<file path="config.mk">
export PLATFORM = sky130hd
export DESIGN_NAME = tfc_decode
export DESIGN_NICKNAME = d
export VERILOG_FILES = /design/src/rtl/tolerant_float_compare_unit_defines.svh /design/src/rtl/tfc_pkg.sv /design/src/rtl/tfc_decode.sv
export SDC_FILE = /design/constraint.sdc
export NUM_CORES = 1
export LEC_CHECK = 0
export ABC_AREA = 1
export BUFFER_PORTS_ARGS = -buffer_cell sky130_fd_sc_hd__buf_4
export CAP_MARGIN = 10
export CORE_AREA = 2 2 151 153
export DETAILED_ROUTE_END_ITERATION = 6
export DIE_AREA = 0 0 153 155
export GPL_ROUTABILITY_DRIVEN = 0
export RECOVER_POWER = 50
export REMOVE_ABC_BUFFERS = 1
export SETUP_SLACK_MARGIN = 0.15
export SLEW_MARGIN = 20
export SYNTH_ARGS = -nofsm -noshare
export SYNTH_HDL_FRONTEND = slang
export SYNTH_SLANG_ARGS = --single-unit
</file>
<file path="constraint.sdc">
create_clock -name vclk -period 2.6
set_input_delay 0.39 -clock vclk [all_inputs]
set_output_delay 0.39 -clock vclk [all_outputs]
set_load 0.01 [all_outputs]
</file>
<file path="src/rtl/tolerant_float_compare_unit_defines.svh">
// ----------------------------------------------------------------------------
// tolerant float compare: assertion macros
// shared concurrent assertion forms, clocked on clk_i, off during reset
// ----------------------------------------------------------------------------
`ifndef TOLERANT_FLOAT_COMPARE_UNIT_DEFINES_SVH
`define TOLERANT_FLOAT_COMPARE_UNIT_DEFINES_SVH

// same-cycle implication
`define TFC_ASSERT_NOW(lbl, ante, cons, msg) \
  lbl: assert property (@(posedge clk_i) disable iff (!rst_ni) (ante) |-> (cons)) \
    else $error(msg);

// next-cycle implication
`define TFC_ASSERT_NEXT(lbl, ante, cons, msg) \
  lbl: assert property (@(posedge clk_i) disable iff (!rst_ni) (ante) |=> (cons)) \
    else $error(msg);

`endif

</file>
<file path="src/rtl/tfc_pkg.sv">
// ----------------------------------------------------------------------------
// tfc_pkg
// shared types, order codes and helper functions of the tolerant compare
// ----------------------------------------------------------------------------
`timescale 1ns / 1ps

package tfc_pkg;

  // order codes
  localparam logic [1:0] ORD_EQ = 2'b00;
  localparam logic [1:0] ORD_GT = 2'b01;
  localparam logic [1:0] ORD_LT = 2'b11;

  localparam int unsigned NUM_STAGES = 10;

  // control that travels with each item
  typedef struct packed {
    logic        fin;     // result settled early
    logic [1:0]  res;     // early result
    logic [1:0]  cmp;     // sign of left minus right
    logic        act;     // neighborhood test still open
    logic        hood;    // neighborhood test outcome
    logic [62:0] lo_mag;  // smaller magnitude
  } ctl_t;

  typedef struct packed {
    ctl_t        ctl;
    logic [62:0] big;    // larger magnitude
    logic [62:0] tol;    // tolerance magnitude
  } dec_t;

  // leading zero count over 56 bits
  function automatic logic [5:0] lzc56(input logic [55:0] x);
    logic [5:0] cnt;
    cnt = 6'd56;
    for (int i = 0; i < 56; i++) begin
      if (x[i]) begin
        cnt = 6'(55 - i);
      end
    end
    return cnt;
  endfunction

endpackage

</file>
<file path="src/rtl/tfc_decode.sv">
// ----------------------------------------------------------------------------
// tfc_decode
// classifies the operand pair and settles every rule short of the
// neighborhood test
// ----------------------------------------------------------------------------
`timescale 1ns / 1ps

module tfc_decode (
  input  logic [63:0]   left_i,
  input  logic [63:0]   right_i,
  input  logic [63:0]   tol_i,
  input  logic          zero_tol_i,
  output tfc_pkg::dec_t dec_o
);

  logic        ls, rs, ts;
  logic [62:0] la, ra, tm;
  logic        lnan, rnan, tnan, tinf, tzero, lzero, rzero, lbig_inf;
  logic        mag_gt, tpos;
  logic [1:0]  cmp;
  logic [62:0] big;

  assign ls    = left_i[63];
  assign rs    = right_i[63];
  assign ts    = tol_i[63];
  assign la    = left_i[62:0];
  assign ra    = right_i[62:0];
  assign tm    = tol_i[62:0];
  assign lnan  = (la[62:52] == 11'h7ff) && (la[51:0] != 52'd0);
  assign rnan  = (ra[62:52] == 11'h7ff) && (ra[51:0] != 52'd0);
  assign tnan  = (tm[62:52] == 11'h7ff) && (tm[51:0] != 52'd0);
  assign tinf  = (tm[62:52] == 11'h7ff) && (tm[51:0] == 52'd0);
  assign tzero = (tm == 63'd0);
  assign lzero = (la == 63'd0);
  assign rzero = (ra == 63'd0);
  assign tpos  = !ts && !tnan;

  assign mag_gt   = (la > ra);
  assign big      = mag_gt ? la : ra;
  assign lbig_inf = (big[62:52] == 11'h7ff);

  // sign of the difference
  always_comb begin
    if (lnan || rnan) begin
      cmp = tfc_pkg::ORD_EQ;
    end else if (ls != rs) begin
      cmp = ls ? tfc_pkg::ORD_LT : tfc_pkg::ORD_GT;
    end else if (la == ra) begin
      cmp = tfc_pkg::ORD_EQ;
    end else begin
      cmp = (mag_gt ^ ls) ? tfc_pkg::ORD_GT : tfc_pkg::ORD_LT;
    end
  end

  // rule chain
  always_comb begin
    dec_o.ctl.fin    = 1'b1;
    dec_o.ctl.res    = tfc_pkg::ORD_EQ;
    dec_o.ctl.cmp    = cmp;
    dec_o.ctl.act    = 1'b0;
    dec_o.ctl.hood   = 1'b0;
    dec_o.ctl.lo_mag = mag_gt ? ra : la;
    dec_o.big        = big;
    dec_o.tol        = tm;
    if (lnan || rnan) begin
      dec_o.ctl.res = tfc_pkg::ORD_EQ;
    end else if ((left_i == right_i) || (lzero && rzero)) begin
      dec_o.ctl.res = tfc_pkg::ORD_EQ;
    end else if (tzero) begin
      dec_o.ctl.res = cmp;
    end else if (zero_tol_i && tpos && ((lzero && (ra <= tm)) || (rzero && (la <= tm)))) begin
      dec_o.ctl.res = tfc_pkg::ORD_EQ;
    end else if (lzero || rzero || (ls != rs)) begin
      dec_o.ctl.res = cmp;
    end else begin
      dec_o.ctl.fin = 1'b0;
      if (lbig_inf || !tpos) begin
        dec_o.ctl.hood = 1'b0;
      end else if (tinf) begin
        dec_o.ctl.hood = 1'b1;
      end else begin
        dec_o.ctl.act = 1'b1;
      end
    end
  end

endmodule

</file>
==> results of run 1 <==
-- cells by family after synthesis --
kind of cell / Yosys count
buffers and inverters: 309
AND/OR/NAND/NOR: 545
adder cells (fa/ha/maj): 189
AO/OA/AOI/OAI: 256
XOR/XNOR: 1
-- power breakdown --
group | internal (W) | total, W | switching [W] | leakage, nW
Combinational | 0.00210 | 0.00413 | 0.00203 | 8.61
Clock | 0 | 0 | 0 | 0
Sequential | 0 | 0 | 0 | 0
Total | 0.00210 | 0.00413 | 0.00203 | 8.61
-- per-stage QoR --
stage | TNS [ns] | setup slack (ns) | power [W]
6_report | -41.85 | -0.5084 | 0.004133
5_1_grt | -58.15 | -0.6213 | 0.004384
4_1_cts | -24.28 | -0.3009 | 0.003482
3_5_place_dp | -56.40 | -0.6120 | 0.002869
3_3_place_gp | -56.88 | -0.6212 | 0.002833
2_1_floorplan | -116.56 | -1.451 | 0.001141
-- how the worst max path moves through the flow --
stage	to	slack, ns	cells past startpoint
2_1_floorplan	dec_o[100]	-1.45	10
3_3_place_gp	dec_o[144]	-0.62	13
3_5_place_dp	dec_o[144]	-0.61	13
4_1_cts	dec_o[141]	-0.30	19
5_1_grt	dec_o[141]	-0.62	15
6_report	dec_o[141]	-0.51	15
-- synthesized netlist by cell type --
cell type,count
nor4_2,1
a21oi_1,89
nand2_1,304
a21o_1,5
nand3_1,33
nand3_2,1
o21ai_0,56
clkbuf_1,7
nor2_2,3
nor3_2,1
nand2_4,3
nand2_2,9
o21bai_1,3
nand2b_1,1
and3_1,1
nor2_4,2
inv_2,3
nand4_1,68
a211oi_1,1
o21a_1,4
nor2_1,64
nor3_1,15
ha_1,189
buf_6,15
o21ai_2,21
clkinv_1,1
a31oi_1,1
o21ai_1,72
buf_2,6
inv_1,214
buf_4,63
nand4_2,1
nor3b_1,2
nor4_1,34
xnor2_1,1
o211ai_1,4
nand3b_1,1
nor4b_1,1
-- cell type report --
type,count,share of cell area (%)
well taps,285,2.130
inverters,218,5.358
repair buffers,803,41.31
multi-input cells,994,51.21
-- layer usage --
layer | vias up | share of wire, % | track usage [%]
li1 | 5798 | - | -
met1 | 5814 | 38 | 36.23
met2 | 648 | 51 | 59.45
met3 | 186 | 6.0 | 2.563
met4 | 0 | 5.4 | 8.598
met5 | - | 0 | 0
-- timing repair --
| item | 4_1_cts | 5_1_grt |
|---|---|---|
| buffers inserted | 28 | 23 |
| pin swaps | 65 | 91 |
| gates resized for setup | 311 | 363 |
| gates cloned | 13 | 8 |
| endpoints found under the setup margin | 133 | 133 |
==> impl_metrics.ini, run 1 <==
[die]
core.rowCount = 55
core_um2 = 22230
dieArea_um2 = 23720
start_util_pct = 34.97
ios = 389
fp.dieH_um = 155
die_x_um = 153

[status]
status = finished, violations left
violations = setup timing

[worst_setup_path]
cp_slowest_stage_delay_ns = 0.30
crit_path_end_kind = primary output
required_ns = 2.21
crit_type = in2out
cp-startpoint = right_i[27]
cp_max_fo = 9
cp_slowest_cell = ha_4
cp-start-kind = primary input
cp_top_family = simple AND/OR/NAND/NOR gates
crit_chain = buf_4 -> inv_1 -> ha_4 -> nand4_1 -> nor2_2 -> nand4_1 -> nand3b_1 -> buf_6 -> nand2_8 -> buf_12 -> buf_12 -> buf_16 -> nand2_1 -> o21ai_2 -> buf_4
cp.arrival_ns = 2.72
path_buf_inv = 7

[final_layout]
fillers = 1616
layout_commonest_cell = buf_4
fin_util_pct = 75.33
drive_gt1_share_pct = 59.55
stdcell_area_um2 = 16740
nets = 2399
nClkBuffers = 0
synthToLayoutAreaGrowth_pct = 115.4
finalNonFillerCells = 2300
multi_input_area_um2 = 8574
n_antenna_cell = 0
seq_area_um2 = 0
n_sequential_cell = 0
final_cell_mix = 625 x buf_4, 196 x nand2_1, 150 x inv_1, 115 x ha_1, 101 x buf_6

[hold_path]
whs_path_depth = 2
hold_start = tol_i[40]
min_path_type = in2out
min_to = dec_o[40]

[timing]
finalCritPeriodShare_pct = 119.6
max_freq_mhz = 321.7
rsz0062_at_grt = yes
relSlewSlack_pct = 66.80
period_minus_slack_ns = 3.108
hold_viol_final = 0
setup_viol = 133
finalMaxSlewViolations = 0
layout_setup_ws_ns = -0.5084
worst_pin_slew_ns = 0.4934
whs_ns = 0.9801

[synthesis]
synthMuxAreaShare_pct = 0
synth_top_cells_by_area = ha_1 30%, nand2_1 15%, inv_1 10%
synth-compound-area-share_pct = 18.06
synth.top_cell.area_share_pct = 30.42
synthXorXnorAreaFrac_pct = 0.1127
yosysTopAreaCell = ha_1
yosys_warnings = 0
ys_types = 38
netlist_instances = 1300
synth-simple-area-share_pct = 31.90
synth_top_family_by_area = simple AND/OR/NAND/NOR gates
syn_avg_cell_area_um2 = 5.980
yosysSeqAreaShare_pct = 0
synth_fa_ha_area_share_pct = 30.42
syn_area_um2 = 7774

[placement]
dp.cells = 2229
dp_hpwl_um = 31260
port_buffers = 389
postPlaceCellArea_um2 = 13030

[global_routing]
grt_max_degree = 29
grt_overflow = 0
antenna_found_initial = 0
grt_pass1_wl_um = 60060
grt_pass1_vias = 11875
grtUsageTotal_pct = 30.79

[routing]
route.detailed.drc = 0
vias = 12446
wl_per_cell_um = 19.74
wl_um = 45400
drtPass1Iterations = 6
drtAntennaViolNets = 0
drtIter0Drc = 751
viasPerCell = 5.411

[power_and_ir_drop]
power_density_nw_per_um2 = 246.8
ir_worst_vdd_uv = 133.8
leakagePower_nw = 8.611

[flow_run]
cap_violations = 0

[clocking]
cts_hold_buffers = 0
(Power assumes the default switching activity.)
==> run 2: changes to the inputs <==
Settings changed: PLACE_DENSITY from default to 0.67.
Clock period 2.6 ns to 2.5 ns, I/O delays scaled along.
==> run 2 against run 1 <==
Against the previous run: the run still ends with setup timing left; sequential share of layout area stayed put; critical path depth rose by 2; sequential cell count unchanged; global-route usage is 0.13 points higher; power rose by 6.0%; cell area fell by 0.31%; first-iteration DRC count increased by 4.4%; final cell count rose by 1.1%; non-clock buffer count rose by 26; combinational power increased by 6.1%; highest routed layer unchanged.
==> impl_metrics.ini, run 2 (same netlist as run 1, synthesis figures left out) <==
[routing]
route.detailed.drc = 0
viasPerCell = 5.465
drtPass1Iterations = 5
vias = 12712
wl_per_cell_um = 19.95
drtAntennaViolNets = 0
drtIter0Drc = 784
wl_um = 46400

[final_layout]
finalNonFillerCells = 2326
final_cell_mix = 667 x buf_4, 180 x nand2_1, 176 x inv_1, 135 x ha_1, 91 x nand2_2
n_antenna_cell = 0
nClkBuffers = 0
synthToLayoutAreaGrowth_pct = 114.7
seq_area_um2 = 0
n_sequential_cell = 0
drive_gt1_share_pct = 59.38
layout_commonest_cell = buf_4
nets = 2425
fin_util_pct = 75.10

[global_routing]
grt_max_degree = 32
grt_overflow = 0
grtUsageTotal_pct = 30.91
grt_pass1_vias = 12062
antenna_found_initial = 0
grt_pass1_wl_um = 60190

[power_and_ir_drop]
power_density_nw_per_um2 = 262.3
ir_worst_vdd_uv = 174.5
leakagePower_nw = 8.717

[worst_setup_path]
crit_path_end_kind = primary output
cp-start-kind = primary input
crit_type = in2out
cp_max_fo = 9
cp.arrival_ns = 2.72
required_ns = 2.12

[timing]
setup_viol = 133
worst_pin_slew_ns = 0.3961
finalMaxSlewViolations = 0
tns_ns = -59.05
period_minus_slack_ns = 3.099
layout_setup_ws_ns = -0.5994
hold_viol_final = 0
relSlewSlack_pct = 73.35
finalCritPeriodShare_pct = 124.0
rsz0062_at_grt = yes
max_freq_mhz = 322.6

[flow_run]
cap_violations = 0

[die]
fp.dieH_um = 155
start_util_pct = 34.97
die_x_um = 153
dieArea_um2 = 23720
ios = 389
core_um2 = 22230
core.rowCount = 55

[status]
violations = setup timing
status = finished, violations left

[clocking]
cts_hold_buffers = 0

[placement]
place_ws_ns = -0.6043
port_buffers = 389
dp.cells = 2249
dp_hpwl_um = 31570

[hold_path]
min_path_type = in2out
[run 2: repair_timing]
action,CTS,global route
pin swaps,60,94
resized for setup,299,357
cloned,8,12
setup endpoints to repair,133,133
buffers inserted,32,26
[run 2: metal layers]
metal | vias to the layer above | GRT usage, % | wire length (um)
li1 | 5854 | - | -
met1 | 5926 | 35.86 | 17180
met2 | 716 | 58.70 | 23380
met3 | 216 | 3.203 | 3140
met4 | 0 | 11.02 | 2696
met5 | - | 0 | 0
[run 2: worst max-delay path, stage by stage]
cell	delay [ns]
buf_8	0.08
inv_4	0.04
ha_4	0.28
nand4_1	0.26
nor2_2	0.24
nand2_4	0.10
nor2_4	0.11
nand2_2	0.06
nand2_2	0.07
nor2_4	0.05
nand2_8	0.14
nand2_8	0.10
buf_8	0.15
clkbuf_16	0.18
buf_6	0.14
o21ai_1	0.17
buf_4	0.16
[run 2: area by class of cell]
class | instances | area (um^2)
multi-input combinational | 994 | 8474
inverter | 218 | 875.8
timing repair buffer | 829 | 6985
fill | 1559 | 5535
tap | 285 | 356.6
[run 2: stage by stage]
stage	instance area (um^2)	hold WS (ns)	total power [W]
floorplan	7076	0.7500	0.001186
global placement	13170	0.9367	0.002974
detailed placement	13170	0.9378	0.003024
CTS	14960	0.9379	0.003599
global route	16690	0.9629	0.004625
finish	16690	0.9528	0.004379
[run 2: worst paths after layout]
check,from,slack [ns],endpoint,depth (start not counted)
max,right_i[53],-0.60,dec_o[88],17
min,tol_i[43],0.95,dec_o[43],2
[run 2: power by group]
| part | internal, W | switching, W | total, W |
|---|---|---|---|
| Sequential | 0 | 0 | 0 |
| Combinational | 0.00221 | 0.00217 | 0.00438 |
| Clock | 0 | 0 | 0 |
| Total | 0.00221 | 0.00217 | 0.00438 |
